==> config.mk <==
export PLATFORM = sky130hd
export DESIGN_NAME = fullwidth_sjis_text_encoder
export DESIGN_NICKNAME = d
export VERILOG_FILES = /design/src/hw/rtl/fsjis_pkg.sv /design/src/hw/rtl/fsjis_map.sv /design/src/hw/rtl/fullwidth_sjis_text_encoder.sv
export SDC_FILE = /design/constraint.sdc
export NUM_CORES = 1
export LEC_CHECK = 0
export BUFFER_PORTS_ARGS = -buffer_cell sky130_fd_sc_hd__buf_2
export CORE_ASPECT_RATIO = 1.25
export CORE_UTILIZATION = 45
export CTS_BUF_LIST = sky130_fd_sc_hd__clkbuf_4 sky130_fd_sc_hd__clkbuf_8
export CTS_CLUSTER_DIAMETER = 60
export DETAILED_ROUTE_END_ITERATION = 16
export PLACE_DENSITY = 0.72
export SLEW_MARGIN = 20
export SYNTH_ARGS = -nofsm -noshare
export SYNTH_HDL_FRONTEND = slang
export SYNTH_SLANG_ARGS = --single-unit
export TNS_END_PERCENT = 5
==> constraint.sdc <==
create_clock -name clk -period 3.3 [get_ports clk]
set_clock_uncertainty 0.1 [all_clocks]
set_input_delay 0.33 -clock clk [delete_from_list [all_inputs] [get_ports clk]]
set_output_delay 0.33 -clock clk [all_outputs]
set_load 0.03 [all_outputs]
==> src/hw/rtl/fsjis_pkg.sv <==
// Types, constants and the punctuation lookup of the full-width Shift-JIS encoder.
package fsjis_pkg;

  localparam logic [1:0] REG_LEAD_BYTE    = 2'd0;
  localparam logic [1:0] REG_UPPER_OFFSET = 2'd1;
  localparam logic [1:0] REG_LOWER_OFFSET = 2'd2;

  localparam logic [7:0] RESET_LEAD_BYTE    = 8'h82;
  localparam logic [7:0] RESET_UPPER_OFFSET = 8'h1F;
  localparam logic [7:0] RESET_LOWER_OFFSET = 8'h20;

  localparam logic [7:0] SYMBOL_PAGE   = 8'h81;
  localparam logic [7:0] SPACE_LOW     = 8'h40;
  localparam logic [7:0] QUOTE_OPEN_LO = 8'h67;
  localparam logic [7:0] QUOTE_CLOSE_LO = 8'h68;
  localparam logic [7:0] UNKNOWN_CHAR  = 8'h3F;

  localparam logic [15:0] CU_ELLIPSIS   = 16'd8230;
  localparam logic [15:0] CU_MIDDLE_DOT = 16'd12539;
  localparam logic [15:0] CU_LSQUO      = 16'd8216;
  localparam logic [15:0] CU_RSQUO      = 16'd8217;
  localparam logic [15:0] CU_LDQUO      = 16'd8220;
  localparam logic [15:0] CU_RDQUO      = 16'd8221;
  localparam logic [15:0] CU_DQUOTE     = 16'h0022;
  localparam logic [15:0] CU_BACKSLASH  = 16'h005C;

  // Mapping of one code unit: no bytes, one byte or a pair.
  typedef struct packed {
    logic       none;
    logic       two;
    logic       unsup;
    logic [7:0] byte0;
    logic [7:0] byte1;
  } map_res_t;

  // Low byte on the 0x81 page for ASCII punctuation; zero where none exists.
  function automatic logic [7:0] punct_low(input logic [6:0] c);
    logic [7:0] r;
    r = 8'h00;
    case (c)
      7'h26: r = 8'h95;
      7'h3E: r = 8'h84;
      7'h5B: r = 8'h6D;
      7'h5D: r = 8'h6E;
      7'h3C: r = 8'h83;
      7'h7E: r = 8'h60;
      7'h21: r = 8'h49;
      7'h2E: r = 8'h44;
      7'h3A: r = 8'h46;
      7'h3B: r = 8'h47;
      7'h3F: r = 8'h48;
      7'h2C: r = 8'h43;
      7'h2D: r = 8'h5D;
      7'h2A: r = 8'h96;
      7'h28: r = 8'h69;
      7'h29: r = 8'h6A;
      7'h2B: r = 8'h7B;
      7'h27: r = 8'h66;
      7'h2F: r = 8'h5E;
      default: r = 8'h00;
    endcase
    return r;
  endfunction

endpackage

==> src/hw/rtl/fsjis_map.sv <==
// Combinational mapping of one UTF-16 code unit to its Shift-JIS bytes and mode updates.
module fsjis_map (
  input  logic [15:0]         code_unit,
  input  logic                text_start,
  input  logic                passthrough,
  input  logic                quote_open,
  input  logic [7:0]          lead_byte,
  input  logic [7:0]          upper_offset,
  input  logic [7:0]          lower_offset,
  output fsjis_pkg::map_res_t res,
  output logic                passthrough_next,
  output logic                quote_open_next
);
  import fsjis_pkg::*;

  logic       pt_eff;
  logic       is_upper;
  logic       is_lower;
  logic       is_digit;
  logic       is_space;
  logic       is_ascii;
  logic [7:0] plow;
  logic [7:0] offset;

  assign pt_eff   = passthrough & ~text_start;
  assign is_ascii = (code_unit < 16'h0080);
  assign is_upper = (code_unit >= 16'h0041 && code_unit <= 16'h005A) ||
                    (code_unit >= 16'h0400 && code_unit <= 16'h042F);
  assign is_lower = (code_unit >= 16'h0061 && code_unit <= 16'h007A) ||
                    (code_unit >= 16'h0430 && code_unit <= 16'h045F);
  assign is_digit = (code_unit >= 16'h0030 && code_unit <= 16'h0039);
  assign is_space = (code_unit >= 16'h0009 && code_unit <= 16'h000D) ||
                    (code_unit == 16'h0020);
  assign plow     = punct_low(code_unit[6:0]);
  assign offset   = is_lower ? lower_offset : upper_offset;

  always_comb begin
    res              = '0;
    passthrough_next = pt_eff;
    quote_open_next  = quote_open;
    if (code_unit == CU_ELLIPSIS || code_unit == CU_MIDDLE_DOT ||
        code_unit == CU_LSQUO || code_unit == CU_RSQUO ||
        code_unit == CU_LDQUO || code_unit == CU_RDQUO) begin
      res.two   = 1'b1;
      res.byte0 = SYMBOL_PAGE;
      case (code_unit)
        CU_ELLIPSIS:   res.byte1 = 8'h63;
        CU_MIDDLE_DOT: res.byte1 = 8'h45;
        CU_LSQUO:      res.byte1 = 8'h65;
        CU_RSQUO:      res.byte1 = 8'h66;
        CU_LDQUO:      res.byte1 = 8'h67;
        default:       res.byte1 = 8'h68;
      endcase
    end else if (is_upper || is_lower || is_digit) begin
      if (pt_eff) begin
        res.byte0 = is_ascii ? code_unit[7:0] : UNKNOWN_CHAR;
      end else begin
        res.two   = 1'b1;
        res.byte0 = lead_byte;
        res.byte1 = code_unit[7:0] + offset;
      end
    end else if (is_space) begin
      res.two   = 1'b1;
      res.byte0 = SYMBOL_PAGE;
      res.byte1 = SPACE_LOW;
    end else if (code_unit == CU_DQUOTE) begin
      res.two         = 1'b1;
      res.byte0       = SYMBOL_PAGE;
      res.byte1       = quote_open ? QUOTE_CLOSE_LO : QUOTE_OPEN_LO;
      quote_open_next = ~quote_open;
    end else if (code_unit == CU_BACKSLASH) begin
      res.none         = 1'b1;
      passthrough_next = ~pt_eff;
    end else if (is_ascii && plow != 8'h00) begin
      res.two   = 1'b1;
      res.byte0 = SYMBOL_PAGE;
      res.byte1 = plow;
    end else begin
      res.unsup = 1'b1;
    end
  end

endmodule

==> src/hw/rtl/fullwidth_sjis_text_encoder.sv <==
// Top level of the full-width Shift-JIS text encoder with its register port.
//
// Input channel (in_valid/in_ready) carries one UTF-16 code_unit per request,
// with text_start set on the first character of a text. The output channel
// (out_valid/out_ready) carries one Shift-JIS byte per request, with
// last_byte set on the final byte of a character and unsupported set on the
// single zero byte given for a character that has no mapping here. A
// backslash produces no output and toggles the ASCII pass-through mode.
// A request is held in an input register and, once the output register is
// free or sending its last byte, mapped into the output register, from which
// its first byte is offered. The output register sends one byte per cycle
// while the receiver is ready, so a two-byte character goes out as two bytes
// in turn, a one-byte character as one and an empty character as none; the
// byte-wide output port sets this rate. A new request is taken whenever the
// input register is empty or moves on in the same cycle.
// When the receiver stalls, the output register holds its byte and the
// input register fills, after which in_ready falls. Synchronous reset empties
// both registers, clears the pass-through and quote flags and restores the
// configuration registers to their reset values.
module fullwidth_sjis_text_encoder (
  input  logic        clk,
  input  logic        rst,
  input  logic        psel,
  input  logic        penable,
  input  logic        pwrite,
  input  logic [3:0]  paddr,
  input  logic [31:0] pwdata,
  output logic [31:0] prdata,
  output logic        pready,
  input  logic        in_valid,
  output logic        in_ready,
  input  logic [15:0] code_unit,
  input  logic        text_start,
  output logic        out_valid,
  input  logic        out_ready,
  output logic [7:0]  out_byte,
  output logic        last_byte,
  output logic        unsupported
);
  import fsjis_pkg::*;

  logic [7:0] lead_reg;
  logic [7:0] upper_offset;
  logic [7:0] lower_offset;
  logic       passthrough;
  logic       quote_open;

  logic        held;
  logic [15:0] held_cu;
  logic        held_start;

  logic       pair_valid;
  logic       pair_second;
  map_res_t   pair;

  map_res_t   res;
  logic       passthrough_next;
  logic       quote_open_next;
  logic       advance;
  logic       out_fire;
  logic       wr_en;

  assign pready    = 1'b1;
  assign wr_en     = psel & penable & pwrite;

  always_ff @(posedge clk) begin
    if (rst) begin
      lead_reg     <= RESET_LEAD_BYTE;
      upper_offset <= RESET_UPPER_OFFSET;
      lower_offset <= RESET_LOWER_OFFSET;
    end else if (wr_en) begin
      case (paddr[3:2])
        REG_LEAD_BYTE:    lead_reg     <= pwdata[7:0];
        REG_UPPER_OFFSET: upper_offset <= pwdata[7:0];
        REG_LOWER_OFFSET: lower_offset <= pwdata[7:0];
        default: ;
      endcase
    end
  end

  always_comb begin
    unique case (paddr[3:2])
      REG_LEAD_BYTE:    prdata = {24'd0, lead_reg};
      REG_UPPER_OFFSET: prdata = {24'd0, upper_offset};
      REG_LOWER_OFFSET: prdata = {24'd0, lower_offset};
      default:          prdata = 32'd0;
    endcase
  end

  fsjis_map u_map (
    .code_unit        (held_cu),
    .text_start       (held_start),
    .passthrough      (passthrough),
    .quote_open       (quote_open),
    .lead_byte        (lead_reg),
    .upper_offset     (upper_offset),
    .lower_offset     (lower_offset),
    .res              (res),
    .passthrough_next (passthrough_next),
    .quote_open_next  (quote_open_next)
  );

  assign out_valid   = pair_valid;
  assign out_byte    = pair_second ? pair.byte1 : pair.byte0;
  assign last_byte   = ~pair.two | pair_second;
  assign unsupported = pair.unsup;
  assign out_fire    = out_valid & out_ready;
  assign advance     = held & (~pair_valid | (out_fire & last_byte));
  assign in_ready    = ~held | advance;

  always_ff @(posedge clk) begin
    if (rst) begin
      held <= 1'b0;
    end else if (in_ready) begin
      held <= in_valid;
    end
  end

  always_ff @(posedge clk) begin
    if (in_valid && in_ready) begin
      held_cu    <= code_unit;
      held_start <= text_start;
    end
  end

  always_ff @(posedge clk) begin
    if (rst) begin
      pair_valid  <= 1'b0;
      pair_second <= 1'b0;
      passthrough <= 1'b0;
      quote_open  <= 1'b0;
    end else if (advance) begin
      pair_valid  <= ~res.none;
      pair_second <= 1'b0;
      passthrough <= passthrough_next;
      quote_open  <= quote_open_next;
    end else if (out_fire) begin
      if (last_byte) begin
        pair_valid <= 1'b0;
      end else begin
        pair_second <= 1'b1;
      end
    end
  end

  always_ff @(posedge clk) begin
    if (advance) begin
      pair <= res;
    end
  end

endmodule

==> flow_summary.yaml <==
route:
  drtAntennaViolNets: 0
  drt_pre_antenna_iters: 5
  drtIter0Drc: 426
  post-route-drc-count: 0
  viasPerCell: 5.71
  dr_total_vias: 3912
  wl_per_cell_um: 17.2
  routed_wl_mm: 11.8
cells_and_area:
  finish.instance_area_mm2: 0.00533
  layout_commonest_cell: "buf_2"
  antenna_cells: 0
  final_layout_size_suffix_gt1_share_pct: 33.3
  seq_area_mm2: 0.00163
  multi_input_area_mm2: 0.00251
  top_register: "pair"
  final_cell_mix: "buf_2, buf_4, nor2_1"
  fill_cells: 784
  largest_reg_flops: 17
  area_growth_pct: 27.1
  fin_nets: 627
  top_regs: "pair: 17 flops, held_cu: 16 flops"
  final_cells: 685
synth:
  synth-main-ff-cell: "edfxtp_1"
  synth_async_sr_flop_share_pct: 0
  synth_edf_count: 35
  ys_ff_latch: 64
  avgSynthCellArea_um2: 9.10
  synthDistinctLibCells: 68
  ys_seq_area_share_pct: 38.9
  ys_warn_count: 0
  netlist_instances: 461
  synth_area_mm2: 0.00420
timing:
  setup_viol: 5
  setup_tns_ns: -0.569
  tightest_slew_ns: 0.963
  slew_viol_final: 0
  min_period_ns: 3.49
  final.period_utilization_pct: 106
  fmax_mhz: 286
  fin_ws_ns: -0.193
  hold_viol: 0
  rsz0062_at_grt: "true"
  slew_headroom_pct: 35.5
  hold_slack_ns: 0.0431
clock_tree:
  cts_made_buffers: 9
  cts_buffer_depth: 2
  htreeDepth: 3
  clk_pin_slew_ns: 0.08
  clk_latency_ns: 0.36
  clock_sinks: 64
  cts_hold_buf: 0
  root_buffer: "clkbuf_8"
  cts_tree: "yes"
grt:
  grt.overflow.total: 0
  antenna_found_initial: 0
  grt_pass1_vias: 3550
  grt_max_degree: 30
  grtUsageTotal_pct: 24.9
  grt_first_pass_wirelength_mm: 17.9
status:
  outcome: "finished, violations left"
  violations: "setup timing"
pwr:
  irDropWorstVdd_v: 0.000290
  p_leak_nw: 2.14
  pwr-share-seq_pct: 45.3
  power_frac_clock_pct: 35.7
  p_sw_uw: 585
  combPwrFrac_pct: 19.0
  cellInternalPower_mw: 1.37
  powerDensity_mw_per_mm2: 367
  swShare_pct: 29.8
worst_hold_path:
  hp-class: "in2reg"
critical_path:
  worstPathArrival_ns: 3.58
  required_ns: 3.39
  critPathLaunchType: "flop"
  cp_max_fo: 7
  path_class: "reg2reg"
  end_kind: "flop"
floorplanning:
  io_pins: 105
  start_util_pct: 46.2
  core_mm2: 0.00908
  dieWidth_um: 88.4
  die_h_um: 110
  dieArea_mm2: 0.00972
  rows: 39
place:
  portBuffers: 53
  postPlaceCellArea_mm2: 0.00477
  gp_congestion: 0.940
  placedCellCount: 649
  dp.final_hpwl_mm: 7.97
job:
  drv_cap: 0
==> timing repair <==
item,4_1_cts,5_1_grt
endpoints found under the setup margin,5,19
gates cloned,0,0
hold endpoints to repair,0,0
pin swaps,18,8
gates resized for setup,18,24
setup buffers,14,6
==> routing by layer <==
metal / wire length, µm / global-route usage, % / vias to the layer above
met5: 0 / 0 / -
met4: 559 / 14.2 / 0
met3: 684 / 3.75 / 43
met2: 5710 / 40.9 / 189
met1: 4850 / 30.8 / 1844
li1: - / - / 1836
==> power by group through the flow <==
stage / Sequential (mW) / Combinational [mW] / Clock, mW
4_1_cts: 0.887 / 0.345 / 0.705
3_5_place_dp: 0.904 / 0.330 / 0
6_report: 0.888 / 0.372 / 0.700
5_1_grt: 0.891 / 0.398 / 0.743
2_1_floorplan: 0.901 / 0.244 / 0
3_3_place_gp: 0.902 / 0.325 / 0
==> logic make-up after synthesis <==
logic type / count (synthesis) / share of synthesized area, %
adders and majority gates: 10 / 3.16
DFF: 64 / 38.9
and+or+nand+nor: 168 / 21.1
muxes: 37 / 9.28
AOI/OAI and AO/OA: 105 / 17.2
buffers and inverters: 69 / 8.89
other: 2 / 0.179
xor gates and xnor gates: 6 / 1.25
==> per-stage QoR <==
stage | setup slack [ns] | utilization, % | power [mW]
3_3_place_gp | -0.192 | 52.6 | 1.23
2_1_floorplan | -0.0579 | - | 1.15
3_5_place_dp | -0.247 | 52.6 | 1.23
4_1_cts | -0.168 | 56.9 | 1.94
5_1_grt | -0.340 | 58.8 | 2.03
6_report | -0.193 | 58.8 | 1.96
==> path summary, 6_finish.rpt <==
| check | from | end | slack (ns) | depth (start not counted) |
|---|---|---|---|---|
| worst max-delay path | held_cu[11]$_DFFE_PP_ | pair[6]$_SDFFCE_PN1P_ | -0.19 | 14 |
| worst min-delay path | code_unit[1] | held_cu[1]$_DFFE_PP_ | 0.04 | 1 |
| worst max register to register | held_cu[11]$_DFFE_PP_ | pair[6]$_SDFFCE_PN1P_ | -0.19 | 14 |
| worst min register to register | upper_offset[5]$_SDFFE_PP0P_ | upper_offset[5]$_SDFFE_PP0P_ | 0.37 | 2 |
==> critical path, stage by stage, from the launching register on <==
cell and delay (ns):
edfxtp_1 0.41, or4_4 0.56, nor3b_4 0.25, nand3_2 0.17, nand2_8 0.16, mux2_4 0.33, ha_4 0.17, inv_2 0.05
fa_2 0.19, nor2b_1 0.06, o21ai_2 0.15, a21boi_1 0.09, o21a_1 0.21, o21a_1 0.21, o311ai_4 0.21
==> cell usage after synthesis, types with 3 or more instances <==
cell type  number  area share (%)
or3_1           6            0.89
mux2i_1        22             5.2
o211ai_1        5            0.89
buf_1           3            0.27
nand3_1        23             2.7
o22ai_1         6            0.89
a21boi_0        4            0.72
o21ai_0        25             3.0
nand4b_1        3            0.63
a2bb2oi_1       4            0.83
inv_1          15             1.3
a31oi_1         4            0.60
buf_2           3            0.36
xnor2_1         3            0.63
xor2_1          3            0.63
nand2_1        37             3.3
a211oi_1        4            0.72
clkbuf_1       20             1.8
buf_4          25             4.5
nor2b_1         7             1.0
ha_1            9             2.7
or4_1           3            0.54
o21a_1          3            0.54
a211o_1         4            0.83
nor4_1          5            0.75
dfxtp_1        29              14
nand2b_1       10             1.5
nor3_1         11             1.3
nand3b_1        7             1.3
a21oi_1        22             2.6
a311oi_1        3            0.63
mux2_2         15             4.0
edfxtp_1       35              25
nor2_1         38             3.4
==> layout make-up <==
class	count	area share, %
multi-input cells	351	47.1
flip-flops and latches	64	30.6
repair buffers	116	14.6
well taps	123	2.89
clock buffers	11	2.60
clock inverters	5	1.10
inverters	15	1.06
No activity file was read; power rests on OpenSTA's default activity.
